===== src/rtl/simplified_aes_cipher_defines.svh =====
// Assertion macros used by the cipher RTL.
`ifndef SIMPLIFIED_AES_CIPHER_DEFINES_SVH
`define SIMPLIFIED_AES_CIPHER_DEFINES_SVH

// Same-cycle implication, checked outside reset.
`define SAES_ASSERT_NOW(label, clk, rstn, ante, cons) \
    label: assert property (@(posedge clk) disable iff (!(rstn)) (ante) |-> (cons)) \
        else $error("saes: same-cycle check failed");

// Next-cycle implication, checked outside reset.
`define SAES_ASSERT_NEXT(label, clk, rstn, ante, cons) \
    label: assert property (@(posedge clk) disable iff (!(rstn)) (ante) |=> (cons)) \
        else $error("saes: next-cycle check failed");

`endif


===== src/rtl/saes_pkg.sv =====
`timescale 1ns / 1ps

package saes_pkg;

    localparam int unsigned BLOCK_W = 16;
    localparam int unsigned NIB_W   = 4;
    localparam int unsigned WORD_W  = 8;

    localparam logic OP_ENCRYPT = 1'b0;
    localparam logic OP_DECRYPT = 1'b1;

    localparam logic [WORD_W-1:0] RCON_ONE = 8'h80;
    localparam logic [WORD_W-1:0] RCON_TWO = 8'h30;

    // MixColumn and its inverse, as diagonal / off-diagonal factors
    localparam logic [NIB_W-1:0] MIX_DIAG     = 4'h1;
    localparam logic [NIB_W-1:0] MIX_OFF      = 4'h4;
    localparam logic [NIB_W-1:0] INV_MIX_DIAG = 4'h9;
    localparam logic [NIB_W-1:0] INV_MIX_OFF  = 4'h2;

    localparam logic [NIB_W-1:0] FWD_SBOX [0:15] = '{
        4'h9, 4'h4, 4'hA, 4'hB, 4'hD, 4'h1, 4'h8, 4'h5,
        4'h6, 4'h2, 4'h0, 4'h3, 4'hC, 4'hE, 4'hF, 4'h7
    };
    localparam logic [NIB_W-1:0] INV_SBOX [0:15] = '{
        4'hA, 4'h5, 4'h9, 4'hB, 4'h1, 4'h7, 4'h8, 4'hF,
        4'h6, 4'h0, 4'h2, 4'h3, 4'hC, 4'h4, 4'hD, 4'hE
    };

    typedef struct packed {
        logic [BLOCK_W-1:0] k0;
        logic [BLOCK_W-1:0] k1;
        logic [BLOCK_W-1:0] k2;
    } round_keys_t;

    // GF(16) product modulo x^4 + x + 1
    function automatic logic [NIB_W-1:0] gf16_mul(input logic [NIB_W-1:0] a,
                                                   input logic [NIB_W-1:0] b);
        logic [NIB_W-1:0] acc;
        logic [NIB_W-1:0] aa;
        acc = '0;
        aa  = a;
        for (int i = 0; i < NIB_W; i++) begin
            if (b[i]) begin
                acc = acc ^ aa;
            end
            aa = {aa[NIB_W-2:0], 1'b0} ^ (aa[NIB_W-1] ? 4'h3 : 4'h0);
        end
        return acc;
    endfunction

    function automatic logic [BLOCK_W-1:0] sub_nib_fwd(input logic [BLOCK_W-1:0] v);
        return {FWD_SBOX[v[15:12]], FWD_SBOX[v[11:8]], FWD_SBOX[v[7:4]], FWD_SBOX[v[3:0]]};
    endfunction

    function automatic logic [BLOCK_W-1:0] sub_nib_inv(input logic [BLOCK_W-1:0] v);
        return {INV_SBOX[v[15:12]], INV_SBOX[v[11:8]], INV_SBOX[v[7:4]], INV_SBOX[v[3:0]]};
    endfunction

    // swap the second nibbles of the two columns
    function automatic logic [BLOCK_W-1:0] shift_row(input logic [BLOCK_W-1:0] v);
        return {v[15:12], v[3:0], v[7:4], v[11:8]};
    endfunction

    function automatic logic [BLOCK_W-1:0] mix_cols(input logic [BLOCK_W-1:0] v,
                                                    input logic [NIB_W-1:0] diag,
                                                    input logic [NIB_W-1:0] off);
        logic [NIB_W-1:0] a2;
        logic [NIB_W-1:0] b2;
        logic [NIB_W-1:0] c2;
        logic [NIB_W-1:0] d2;
        a2 = gf16_mul(diag, v[15:12]) ^ gf16_mul(off, v[11:8]);
        b2 = gf16_mul(off, v[15:12]) ^ gf16_mul(diag, v[11:8]);
        c2 = gf16_mul(diag, v[7:4]) ^ gf16_mul(off, v[3:0]);
        d2 = gf16_mul(off, v[7:4]) ^ gf16_mul(diag, v[3:0]);
        return {a2, b2, c2, d2};
    endfunction

    // rotate the word by one nibble, then substitute both nibbles
    function automatic logic [WORD_W-1:0] word_g(input logic [WORD_W-1:0] w);
        return {FWD_SBOX[w[3:0]], FWD_SBOX[w[7:4]]};
    endfunction

    function automatic round_keys_t expand_key(input logic [BLOCK_W-1:0] key);
        round_keys_t      rk;
        logic [WORD_W-1:0] w2;
        logic [WORD_W-1:0] w3;
        logic [WORD_W-1:0] w4;
        logic [WORD_W-1:0] w5;
        w2 = key[15:8] ^ RCON_ONE ^ word_g(key[7:0]);
        w3 = w2 ^ key[7:0];
        w4 = w2 ^ RCON_TWO ^ word_g(w3);
        w5 = w4 ^ w3;
        rk.k0 = key;
        rk.k1 = {w2, w3};
        rk.k2 = {w4, w5};
        return rk;
    endfunction

endpackage


===== src/rtl/saes_key_sched.sv =====
`timescale 1ns / 1ps

module saes_key_sched (
    input  logic                             aclk,
    input  logic                             aresetn,
    input  logic                             cfg_we,
    input  logic [saes_pkg::BLOCK_W-1:0]     cfg_wdata,
    output saes_pkg::round_keys_t            round_keys
);

    saes_pkg::round_keys_t keys_reg;
    saes_pkg::round_keys_t keys_next;

    // expand once per key write so the data path sees ready round keys
    always_comb begin
        keys_next = keys_reg;
        if (cfg_we) begin
            keys_next = saes_pkg::expand_key(cfg_wdata);
        end
    end

    always_ff @(posedge aclk) begin
        if (!aresetn) begin
            keys_reg <= saes_pkg::expand_key('0);
        end else begin
            keys_reg <= keys_next;
        end
    end

    assign round_keys = keys_reg;

endmodule


===== src/rtl/saes_core.sv =====
`timescale 1ns / 1ps

module saes_core (
    input  logic                             operation,
    input  logic [saes_pkg::BLOCK_W-1:0]     data_block,
    input  saes_pkg::round_keys_t            round_keys,
    output logic [saes_pkg::BLOCK_W-1:0]     result_block
);

    logic [saes_pkg::BLOCK_W-1:0] enc_r1;
    logic [saes_pkg::BLOCK_W-1:0] enc_out;
    logic [saes_pkg::BLOCK_W-1:0] dec_r1;
    logic [saes_pkg::BLOCK_W-1:0] dec_out;

    always_comb begin
        enc_r1  = saes_pkg::mix_cols(
                      saes_pkg::shift_row(saes_pkg::sub_nib_fwd(data_block ^ round_keys.k0)),
                      saes_pkg::MIX_DIAG, saes_pkg::MIX_OFF) ^ round_keys.k1;
        enc_out = saes_pkg::shift_row(saes_pkg::sub_nib_fwd(enc_r1)) ^ round_keys.k2;

        dec_r1  = saes_pkg::sub_nib_inv(saes_pkg::shift_row(data_block ^ round_keys.k2))
                  ^ round_keys.k1;
        dec_out = saes_pkg::sub_nib_inv(saes_pkg::shift_row(
                      saes_pkg::mix_cols(dec_r1, saes_pkg::INV_MIX_DIAG,
                                         saes_pkg::INV_MIX_OFF))) ^ round_keys.k0;

        result_block = (operation == saes_pkg::OP_DECRYPT) ? dec_out : enc_out;
    end

endmodule


===== src/rtl/simplified_aes_cipher.sv =====
// An input transfer loads the input register; both rounds sit between it and the result
// register, which drives m_valid.
// Throughput: one block per cycle while m_ready does not stall the result register.
// A stalled result register keeps the input register loaded; s_ready drops only when both hold.
// Reset (aresetn low, synchronous): both pipeline stages empty, key set to 0 with its
// round keys already expanded.
`timescale 1ns / 1ps

`include "simplified_aes_cipher_defines.svh"

module simplified_aes_cipher (
    input  logic                             aclk,
    input  logic                             aresetn,
    input  logic                             cfg_we,
    input  logic [saes_pkg::BLOCK_W-1:0]     cfg_wdata,
    input  logic                             s_valid,
    output logic                             s_ready,
    input  logic                             s_operation,
    input  logic [saes_pkg::BLOCK_W-1:0]     s_data_block,
    output logic                             m_valid,
    input  logic                             m_ready,
    output logic [saes_pkg::BLOCK_W-1:0]     m_result_block
);

    saes_pkg::round_keys_t        round_keys;
    logic                         in_valid_reg;
    logic                         in_valid_next;
    logic                         in_op_reg;
    logic [saes_pkg::BLOCK_W-1:0] in_data_reg;
    logic                         out_valid_reg;
    logic                         out_valid_next;
    logic [saes_pkg::BLOCK_W-1:0] out_result_reg;
    logic [saes_pkg::BLOCK_W-1:0] core_result;
    logic                         out_ready;
    logic                         advance;

    saes_key_sched u_key_sched (
        .aclk       (aclk),
        .aresetn    (aresetn),
        .cfg_we     (cfg_we),
        .cfg_wdata  (cfg_wdata),
        .round_keys (round_keys)
    );

    saes_core u_core (
        .operation    (in_op_reg),
        .data_block   (in_data_reg),
        .round_keys   (round_keys),
        .result_block (core_result)
    );

    assign out_ready = !out_valid_reg || m_ready;
    assign advance   = in_valid_reg && out_ready;
    assign s_ready   = !in_valid_reg || out_ready;

    always_comb begin
        in_valid_next = in_valid_reg;
        if (s_ready) begin
            in_valid_next = s_valid;
        end
        out_valid_next = out_valid_reg;
        if (out_ready) begin
            out_valid_next = in_valid_reg;
        end
    end

    always_ff @(posedge aclk) begin
        if (!aresetn) begin
            in_valid_reg  <= 1'b0;
            out_valid_reg <= 1'b0;
        end else begin
            in_valid_reg  <= in_valid_next;
            out_valid_reg <= out_valid_next;
        end
    end

    // payload: load on transfer, hold otherwise
    always_ff @(posedge aclk) begin
        if (s_valid && s_ready) begin
            in_op_reg   <= s_operation;
            in_data_reg <= s_data_block;
        end
        if (advance) begin
            out_result_reg <= core_result;
        end
    end

    assign m_valid        = out_valid_reg;
    assign m_result_block = out_result_reg;

    `SAES_ASSERT_NOW(a_full_stall_blocks, aclk, aresetn,
                     in_valid_reg && out_valid_reg && !m_ready, !s_ready)
    `SAES_ASSERT_NEXT(a_advance_fills_out, aclk, aresetn, advance, out_valid_reg)
    `SAES_ASSERT_NEXT(a_advance_captures, aclk, aresetn, advance,
                      m_result_block == $past(core_result))

endmodule


===== config.mk =====
export PLATFORM = sky130hd
export DESIGN_NAME = simplified_aes_cipher
export DESIGN_NICKNAME = d
export VERILOG_FILES = /design/src/rtl/saes_pkg.sv /design/src/rtl/saes_key_sched.sv /design/src/rtl/saes_core.sv /design/src/rtl/simplified_aes_cipher.sv
export VERILOG_INCLUDE_DIRS = /design/src /design/src/rtl
export SDC_FILE = /design/constraint.sdc
export NUM_CORES = 1
export LEC_CHECK = 0
export BUFFER_PORTS_ARGS = -buffer_cell sky130_fd_sc_hd__buf_2
export CORE_MARGIN = 1.5
export CORE_UTILIZATION = 35
export CTS_CLUSTER_DIAMETER = 40
export DETAILED_ROUTE_END_ITERATION = 16
export PLACE_DENSITY = 0.58
export SETUP_SLACK_MARGIN = 0.02
export SLEW_MARGIN = 20
export SYNTH_ARGS = -nofsm -noshare
export SYNTH_HDL_FRONTEND = slang
export SYNTH_SLANG_ARGS = --single-unit

===== constraint.sdc =====
create_clock -name aclk -period 5.05 [get_ports aclk]
set_input_delay 1.01 -clock aclk [delete_from_list [all_inputs] [get_ports aclk]]
set_output_delay 1.01 -clock aclk [all_outputs]
set_load 0.01 [all_outputs]

==> reports/metrics.yaml, run 1 <==
outcome: "finished clean"
post-route-period-util_pct: 85.2
drt_iter0_drc: 412
fin_total_pwr_mw: 5.17
async_reset_ff_share_pct: 0
ys_seq_area_share_pct: 24.4
tns_ns: 0
diodes: 0
wl_per_cell_um: 16.2
die-area_sq_um: 24300
antenna_found_initial: 1
clkTransAtPathRegs_ns: 0.07
h-tree-depth: 3
clk-insertion-delay-late_ns: 0.35
power_leakage_nw: 4.00
start_util_pct: 35.9
drv_slew: 0
drv_cap: 0
grt_util_met2_pct: 25.5
syn_inst: 845
p_int_mw: 2.83
grt_usage_pct: 16.8
worst_pin_slew_ns: 0.793
grt_max_degree: 35
yosysWarnings: 0
synth_edf_count: 33
fp.dieW_um: 156
layout-drive-gt1-share_pct: 13.2
clock_skew_ns: 0.00538
die_h_um: 156
cts.sinks: 83
nets: 1054
core_area_sq_um: 22800
use_met1_pct: 24.9
max-vdd-ir-drop_mv: 0.225
grt_overflow: 0
cts_tree: "done"
cts-resized-gates: 0
grt_use_met3_pct: 1.81
synth_area_sq_um: 8170
p_comb_share_pct: 67.7
final_common_cell: "ha_1"
antenna_left: 0
power_frac_seq_pct: 18.6
place.gp.congestion: 0.852
fmax_mhz: 232
maxSlewHeadroom_pct: 47.1
cts_hold_buffers: 0
finalSetupViolCount: 0
p_sw_mw: 2.34
via_per_inst: 4.94
critPathLaunchType: "flip-flop"
place_hpwl_mm: 15.4
synth_ff_type: "dfxtp_1"
cp.required_ns: 5.12
grt_pass1_vias: 5720
grt_pass1_wl_mm: 31.7
areaGrowthSynthToFinish_pct: 11.5
largest_reg_flops: 48
ys_types: 64
busiest_layer: "met2"
fin_util_pct: 40.0
rsz0062_at_grt: "false"
clock_tree.buffer_depth: 2
power.clock.fraction_pct: 13.7
ioPinCount: 56
routed_wl_mm: 19.7
synth-seq-cells: 83
firstDrtPassIters: 8
cts-root-buf: "clkbuf_16"
p_per_area_nw_per_um2: 568
portBuffers: 55
cts_setup_buffers: 0
switching_share_pct: 45.2
rows: 55
drc: 0
critPathKind: "flip-flop to flip-flop"
syn_nets: 1003
cp-end-kind: "flip-flop"
hold_viol: 0
mostFrequentLayoutCells: "ha_1 (120), xnor2_1 (85), nor2_1 (72)"
vias: 5996
min_path_type: "flip-flop to flip-flop"
min_period_ns: 4.30
syn_area_per_cell_sq_um: 9.67
crit_arrival_ns: 4.37
r2r_setup_slack_ns: 0.75
crit_fanout: 8
numCtsBuffers: 9
[power by group through the flow]
stage | logic [mW] | clock network (mW) | registers, mW
floorplan | 2.74 | 0 | 0.972
global placement | 3.43 | 0 | 0.981
detailed placement | 3.48 | 0 | 0.979
CTS | 3.50 | 0.726 | 0.965
global route | 3.94 | 0.759 | 0.976
finish | 3.50 | 0.711 | 0.960
[final cells by class]
type | instances | area (sq um)
timing repair buffer | 60 | 313
tap | 313 | 392
sequential | 83 | 1990
clock buffer | 14 | 308
multi-input combinational | 673 | 5830
inverter | 69 | 259
clock inverter | 2 | 11.3
fill | 2249 | 13700
[path summary, 6_finish.rpt]
path | start | endpoint | depth (start not counted)
worst max-delay path | in_data_reg[12] | m_result_block[3] | 13
worst min-delay path | in_valid_reg | m_valid | 2
worst max register to register | in_data_reg[12] | m_result_block[3] | 13
worst min register to register | in_valid_reg | m_valid | 2
[cell families after synthesis]
kind of cell / count (synthesis) / share of synthesized area, %
AO/OA/AOI/OAI: 124 / 9.76
XOR/XNOR: 167 / 19.8
adder cells (fa/ha/maj): 121 / 18.5
buffers and inverters: 89 / 4.23
flip-flops: 83 / 24.4
multiplexers: 84 / 13.1
AND/OR/NAND/NOR: 177 / 10.2
[critical path, stage by stage (launching register included)]
cell and delay [ns]:
edfxtp_1 0.43, xor2_1 0.48, inv_1 0.18, ha_1 0.24, mux4_2 0.48, xnor2_2 0.31
xnor2_2 0.22, xnor2_1 0.46, inv_1 0.21, ha_1 0.25, or3b_2 0.46, o221ai_1 0.09
xnor2_1 0.14, mux2i_1 0.08
[routing by layer]
layer,wire (um),share of wire [%]
met1,10200,52
met2,8460,43
met3,687,3.5
met4,295,1.5
met5,0,0
[synth_stat cells (3+ instances only)]
cell type	number	area (sq um)
a211oi_1	13	97.6
a21oi_1	21	105
a22oi_1	7	52.6
a31oi_1	6	37.5
and2_1	7	43.8
buf_2	5	25.0
clkbuf_1	13	48.8
dfxtp_1	50	1000
edfxtp_1	33	991
ha_1	120	1500
inv_1	68	255
mux2_2	7	78.8
mux2i_1	60	601
mux4_2	15	338
nand2_1	34	128
nand3_1	10	50.1
nand3b_1	5	37.5
nor2_1	72	270
nor2b_1	6	37.5
nor3_1	18	90.1
nor3b_1	8	60.1
o211ai_1	6	45.0
o21ai_0	37	185
o21ai_1	4	20.0
o221ai_1	3	26.3
o22ai_1	5	31.3
o31ai_1	3	22.5
or3_1	4	25.0
xnor2_1	85	744
xnor2_2	14	228
xor2_1	63	552
xor2_2	4	65.1
[through the flow]
stage | instances | setup WS [ns] | hold slack [ns] | area (sq um)
after global routing | 1214 | 0.354 | 0.556 | 9110
after global placement | 1198 | 0.839 | 0.511 | 8790
after floorplan | 845 | 1.26 | 0.478 | 8170
final | 1214 | 0.749 | 0.521 | 9110
after CTS | 1214 | 0.770 | 0.529 | 9110
after detailed placement | 1198 | 0.782 | 0.527 | 8790
(Power assumes the default switching activity.)
==> inputs of run 2 (changes only) <==
--- a/config.mk
+++ b/config.mk
@@ -11,6 +11,7 @@
 export CORE_UTILIZATION = 35
 export CTS_CLUSTER_DIAMETER = 40
 export DETAILED_ROUTE_END_ITERATION = 16
+export MAX_ROUTING_LAYER = met4
 export PLACE_DENSITY = 0.58
 export SETUP_SLACK_MARGIN = 0.02
 export SLEW_MARGIN = 20
==> reports/metrics.yaml, run 2 (same netlist as run 1, synthesis figures left out) <==
outcome: "finished clean"
die_h_um: 156  # unchanged
rsz0062_at_grt: "false"
wl_per_cell_um: 16.2  # about the same
clock_skew_ns: 0.00610  # +0.000722 ns
cp-end-kind: "flip-flop"
diodes: 0  # unchanged
design_area_sq_um: 9110  # unchanged
r2r_setup_slack_ns: 0.76  # about the same
routed_wl_mm: 19.7  # about the same
endpoint: "m_result_block[3]"
portBuffers: 55  # unchanged
dpl-instance-area_sq_um: 8790  # unchanged
startpoint: "in_data_reg[12]"
drc: 0  # unchanged
core_area_sq_um: 22800  # unchanged
final_common_cell: "ha_1"
min_path_type: "flip-flop to flip-flop"
finalSetupViolCount: 0  # unchanged
drt_iter0_drc: 416  # +0.97%
finalNonFillerCells: 1214  # unchanged
tns_ns: 0  # unchanged
p_sw_mw: 2.34  # about the same
vias: 6008  # +0.20%
p_int_mw: 2.83  # about the same
worst_pin_slew_ns: 0.783  # -0.0107 ns
cts_setup_buffers: 0  # unchanged
power_frac_seq_pct: 18.6  # about the same
clkTransAtPathRegs_ns: 0.07  # about the same
r2r-end: "m_result_block[3]"
post-route-period-util_pct: 85.0  # -0.21 points
h-tree-depth: 3  # unchanged
grt_overflow: 0  # unchanged
fp.dieW_um: 156  # unchanged
maxSlewHeadroom_pct: 47.8  # +0.71 points
clock_tree.buffer_depth: 2  # unchanged
cts_hold_buffers: 0  # unchanged
firstDrtPassIters: 7  # -1
fmax_mhz: 233  # +0.24%
ioPinCount: 56  # unchanged
layout-drive-gt1-share_pct: 13.2  # unchanged
clk-insertion-delay-late_ns: 0.35  # about the same
min_period_ns: 4.29  # -0.0104 ns
start_util_pct: 35.9  # unchanged
power_leakage_nw: 4.00  # unchanged
grt_usage_pct: 17.3  # +0.48 points
cp.required_ns: 5.12  # about the same
numCtsBuffers: 9  # unchanged
rows: 55  # unchanged
antenna_left: 0  # unchanged
areaGrowthSynthToFinish_pct: 11.5  # unchanged
via_per_inst: 4.95  # +0.20%
max-vdd-ir-drop_mv: 0.225  # about the same
drv_slew: 0  # unchanged
fin_util_pct: 40.0  # unchanged
place_hpwl_mm: 15.4  # unchanged
grt_pass1_vias: 5727  # +0.12%
power.clock.fraction_pct: 13.7  # about the same
crit_fanout: 8  # unchanged
cts-root-buf: "clkbuf_16"
r2r_start: "in_data_reg[12]"
die-area_sq_um: 24300  # unchanged
grt_pass1_wl_mm: 31.6  # about the same
drv_cap: 0  # unchanged
cts.sinks: 83  # unchanged
critPathLaunchType: "flip-flop"
largest_reg_flops: 48  # unchanged
reg2regPathDepth: 13  # unchanged
cts_tree: "done"
p_comb_share_pct: 67.7  # about the same
p_per_area_nw_per_um2: 568  # about the same
cts-resized-gates: 0  # unchanged
nets: 1054  # unchanged
crit_arrival_ns: 4.36  # about the same
mostFrequentLayoutCells: "ha_1 (120), xnor2_1 (85), nor2_1 (72)"
switching_share_pct: 45.2  # about the same
place_inst: 1198  # unchanged
critPathKind: "flip-flop to flip-flop"
grt_max_degree: 35  # unchanged
hold_viol: 0  # unchanged
place.gp.congestion: 0.865  # +1.6%
antenna_found_initial: 1  # unchanged
==> run 2: power groups by stage <==
stage               sequential, mW  clock [mW]  combinational, mW
floorplan                    0.972           0               2.74
global placement             0.981           0               3.43
detailed placement           0.979           0               3.48
CTS                          0.965       0.726               3.50
global route                 0.976       0.758               3.94
finish                       0.960       0.710               3.50
==> run 2: worst max-delay path, cell delays in order (launching register included) <==
cell      delay (ns)
edfxtp_1        0.43
xor2_1          0.47
inv_1           0.18
ha_1            0.24
mux4_2          0.48
xnor2_2         0.31
xnor2_2         0.22
xnor2_1         0.46
inv_1           0.21
ha_1            0.25
or3b_2          0.46
o221ai_1        0.09
xnor2_1         0.14
mux2i_1         0.08
==> run 2: metrics by stage <==
| stage | hold slack, ns | power (mW) | worst slack (ns) |
|---|---|---|---|
| after floorplan | 0.478 | 3.71 | 1.26 |
| after global placement | 0.511 | 4.41 | 0.839 |
| after detailed placement | 0.527 | 4.46 | 0.782 |
| after CTS | 0.529 | 5.19 | 0.770 |
| after global routing | 0.556 | 5.67 | 0.354 |
| final | 0.523 | 5.17 | 0.759 |
==> run 2: how the worst min path moves through the flow <==
stage | start | endpoint | slack (ns) | cells after the start
2_1_floorplan | in_valid_reg | m_valid | 0.48 | 2
3_3_place_gp | in_valid_reg | m_valid | 0.51 | 2
3_5_place_dp | in_valid_reg | m_valid | 0.53 | 2
4_1_cts | in_valid_reg | m_valid | 0.53 | 2
5_1_grt | in_valid_reg | m_valid | 0.56 | 2
6_report | in_valid_reg | m_valid | 0.52 | 2
==> run 2: metal layers <==
| metal | GRT usage [%] | wire [um] |
|---|---|---|
| met1 | 24.9 | 10100 |
| met2 | 25.5 | 8480 |
| met3 | 1.72 | 737 |
| met4 | 4.94 | 301 |
| met5 | - | 0 |
==> run 2: cell type report <==
type                            instances  area [sq um]
Fill cell                            2249         13700
Multi-Input combinational cell        673          5830
Sequential cell                        83          1990
Tap cell                              313           392
Timing Repair Buffer                   60           313
Clock buffer                           14           308
Inverter                               69           259
Clock inverter                          2          11.3
==> inputs of run 3 (changes only) <==
--- a/config.mk
+++ b/config.mk
@@ -6,13 +6,14 @@
 export SDC_FILE = /design/constraint.sdc
 export NUM_CORES = 1
 export LEC_CHECK = 0
+export ABC_AREA = 1
 export BUFFER_PORTS_ARGS = -buffer_cell sky130_fd_sc_hd__buf_2
 export CORE_MARGIN = 1.5
 export CORE_UTILIZATION = 35
 export CTS_CLUSTER_DIAMETER = 40
 export DETAILED_ROUTE_END_ITERATION = 16
 export MAX_ROUTING_LAYER = met4
-export PLACE_DENSITY = 0.58
+export PLACE_DENSITY = 0.6
 export SETUP_SLACK_MARGIN = 0.02
 export SLEW_MARGIN = 20
 export SYNTH_ARGS = -nofsm -noshare
==> constraint.sdc (replaced) <==
create_clock -name aclk -period 3.45 [get_ports aclk]
set_input_delay 0.69 -clock aclk [delete_from_list [all_inputs] [get_ports aclk]]
set_output_delay 0.69 -clock aclk [all_outputs]
set_load 0.01 [all_outputs]
==> reports/metrics.yaml, run 3 <==
outcome: "finished clean"
critPathLaunchType: "flip-flop"
ys_seq_area_share_pct: 21.1  # -3.3 points
antenna_left: 0  # unchanged
firstDrtPassIters: 4  # -3
start_util_pct: 35.9  # +0.063 points
tns_ns: 0  # unchanged
grt_overflow: 0  # unchanged
synthTopCellsByCount: "nand2_1 (627), nand3_1 (215), inv_1 (188)"
grt_usage_pct: 20.3  # +3.0 points
maxSlewHeadroom_pct: 41.8  # -6.0 points
fp.dieW_um: 167  # +7.4%
routed_wl_mm: 27.2  # +38%
rsz0062_at_grt: "false"
min_period_ns: 3.19  # -1.11 ns
largest_reg_flops: 48  # unchanged
vias: 9425  # +57%
min_path_type: "flip-flop to flip-flop"
critPathKind: "flip-flop to flip-flop"
rows: 59  # +7.3%
drv_slew: 0  # unchanged
cts_hold_buffers: 0  # unchanged
ys_types: 34  # -47%
p_per_area_nw_per_um2: 559  # -1.5%
synth_top_area_share_pct: 24.9  # +6.5 points
power_leakage_nw: 5.90  # +47%
drc: 0  # unchanged
clk-insertion-delay-late_ns: 0.35  # about the same
place.gp.congestion: 0.910  # +5.2%
ys_top_cells_by_area: "nand2_1 (25%), ha_1 (16%), nand3_1 (11%)"
synth_ff_type: "dfxtp_1"
numCtsBuffers: 9  # unchanged
die-area_sq_um: 28000  # +15%
layout-drive-gt1-share_pct: 10.9  # -2.3 points
hold_viol: 0  # unchanged
max-vdd-ir-drop_mv: 0.222  # -1.3%
wl_per_cell_um: 14.0  # -14%
cts.sinks: 83  # unchanged
portBuffers: 55  # unchanged
drt_iter0_drc: 571  # +37%
syn_nets: 1695  # +69%
timing.final.ws_setup_ns: 0.264  # -0.495 ns
yosysWarnings: 0  # unchanged
drv_cap: 0  # unchanged
ioPinCount: 56  # unchanged
synth-seq-cells: 83  # unchanged
grt_pass1_wl_mm: 43.6  # +38%
netlist.top_cell.by_area: "nand2_1"
antenna_found_initial: 0  # -1
fmax_mhz: 314  # +35%
synth_edf_count: 33  # unchanged
worst_pin_slew_ns: 0.873  # +0.0906 ns
post-route-period-util_pct: 92.3  # +7.4 points
design_area_sq_um: 10700  # +17%
finalSetupViolCount: 0  # unchanged
crit_fanout: 7  # -1
clock_tree.buffer_depth: 2  # unchanged
syn_area_per_cell_sq_um: 6.14  # -36%
cts-root-buf: "clkbuf_16"
place_hpwl_mm: 21.7  # +41%
diodes: 0  # unchanged
crit_arrival_ns: 3.28  # -1.08 ns
synth_area_sq_um: 9440  # +16%
core_area_sq_um: 26300  # +15%
clkTransAtPathRegs_ns: 0.07  # about the same
grt_pass1_vias: 8415  # +47%
die_h_um: 167  # +7.4%
cp-end-kind: "flip-flop"
clock_skew_ns: 0.0151  # +0.00899 ns
fin_total_pwr_mw: 5.97  # +15%
final_common_cell: "nand2_1"
via_per_inst: 4.84  # -2.2%
areaGrowthSynthToFinish_pct: 13.1
mostFrequentLayoutCells: "nand2_1 (615), nand3_1 (215), inv_1 (186)"
cp.required_ns: 3.54  # -1.58 ns
nets: 1766  # +68%
grt_max_degree: 49  # +40%
dpl-instance-area_sq_um: 10200  # +16%
h-tree-depth: 3  # unchanged
async_reset_ff_share_pct: 0  # unchanged
cts_tree: "done"
syn_inst: 1537  # +82%
place_ws_ns: 0.127  # -0.655 ns
yosysMostFrequentCell: "nand2_1"
run 3: cell count changes after synthesis, sizes merged, moves of 41 or more:
cell	previous run	this run
inv	68	202
mux2i	60	0
nand2	34	653
nand3	10	216
xnor2	100	15
xor2	67	26
run 3: layout make-up:
cell class,instances,area [sq um]
Timing Repair Buffer,80,463
Sequential cell,83,1990
Multi-Input combinational cell,1231,6730
Clock inverter,6,70.1
Inverter,203,762
Tap cell,335,419
Clock buffer,10,239
Fill cell,2854,15600
run 3: cell families after synthesis:
family          count (synthesis)  synth area share (%)
simple gates                  947                  42.4
buf+inv                       223                  8.98
compound gates                122                  6.96
fa+ha+maj                     120                  15.9
flops                          83                  21.1
xor+xnor                       42                  4.68
run 3: per-layer routing:
layer  GRT usage (%)  share of wire (%)  routed length (um)  vias up
met5               -                  0                   0        -
met4            4.31                1.5                 395        0
met3            2.32                4.1                1120       24
met2            29.5                 42               11300      197
met1            29.8                 53               14400     4196
li1                -                  -                   -     5008
run 3: what timing repair did:
action,in CTS,in global routing
endpoints found under the hold margin,0,0
gates resized for setup,0,30
endpoints found under the setup margin,0,13
buffers inserted,0,2
run 3: stage by stage:
stage               hold slack, ns  utilization [%]  cells
floorplan                    0.451                -   1537
global placement             0.484             38.9   1930
detailed placement           0.493             38.9   1930
CTS                          0.497             40.1   1946
global route                 0.498             40.6   1948
finish                       0.506             40.6   1948
run 3: worst max-delay path, stage by stage (launching register included):
cell and delay (ns):
edfxtp_1 0.50, xnor2_4 0.26, inv_1 0.13, ha_1 0.29, nand3_1 0.10, nand3_1 0.10, nand2_1 0.06, nand2_1 0.09
nand2_1 0.13, nand2_4 0.14, nand2_1 0.09, nand2_2 0.12, inv_1 0.09, ha_1 0.18, or2_2 0.29, nand3_1 0.10
nand3_1 0.07, nand3_1 0.10, nand2_1 0.09
run 3: path summary, 6_finish.rpt:
path	startpoint	endpoint	slack (ns)	cells after the start
worst max-delay path	in_data_reg[13]	m_result_block[12]	0.26	18
worst max register to register	in_data_reg[13]	m_result_block[12]	0.26	18
worst min register to register	m_valid	m_valid	0.51	2
worst min-delay path	m_valid	m_valid	0.51	2
run 3: report_power, final:
part	leakage [nW]	internal, mW	total [mW]	switching, mW
Clock	0.153	0.588	1.03	0.446
Combinational	5.01	1.24	3.66	2.42
Sequential	0.731	1.16	1.28	0.116
Total	5.90	2.99	5.97	2.98
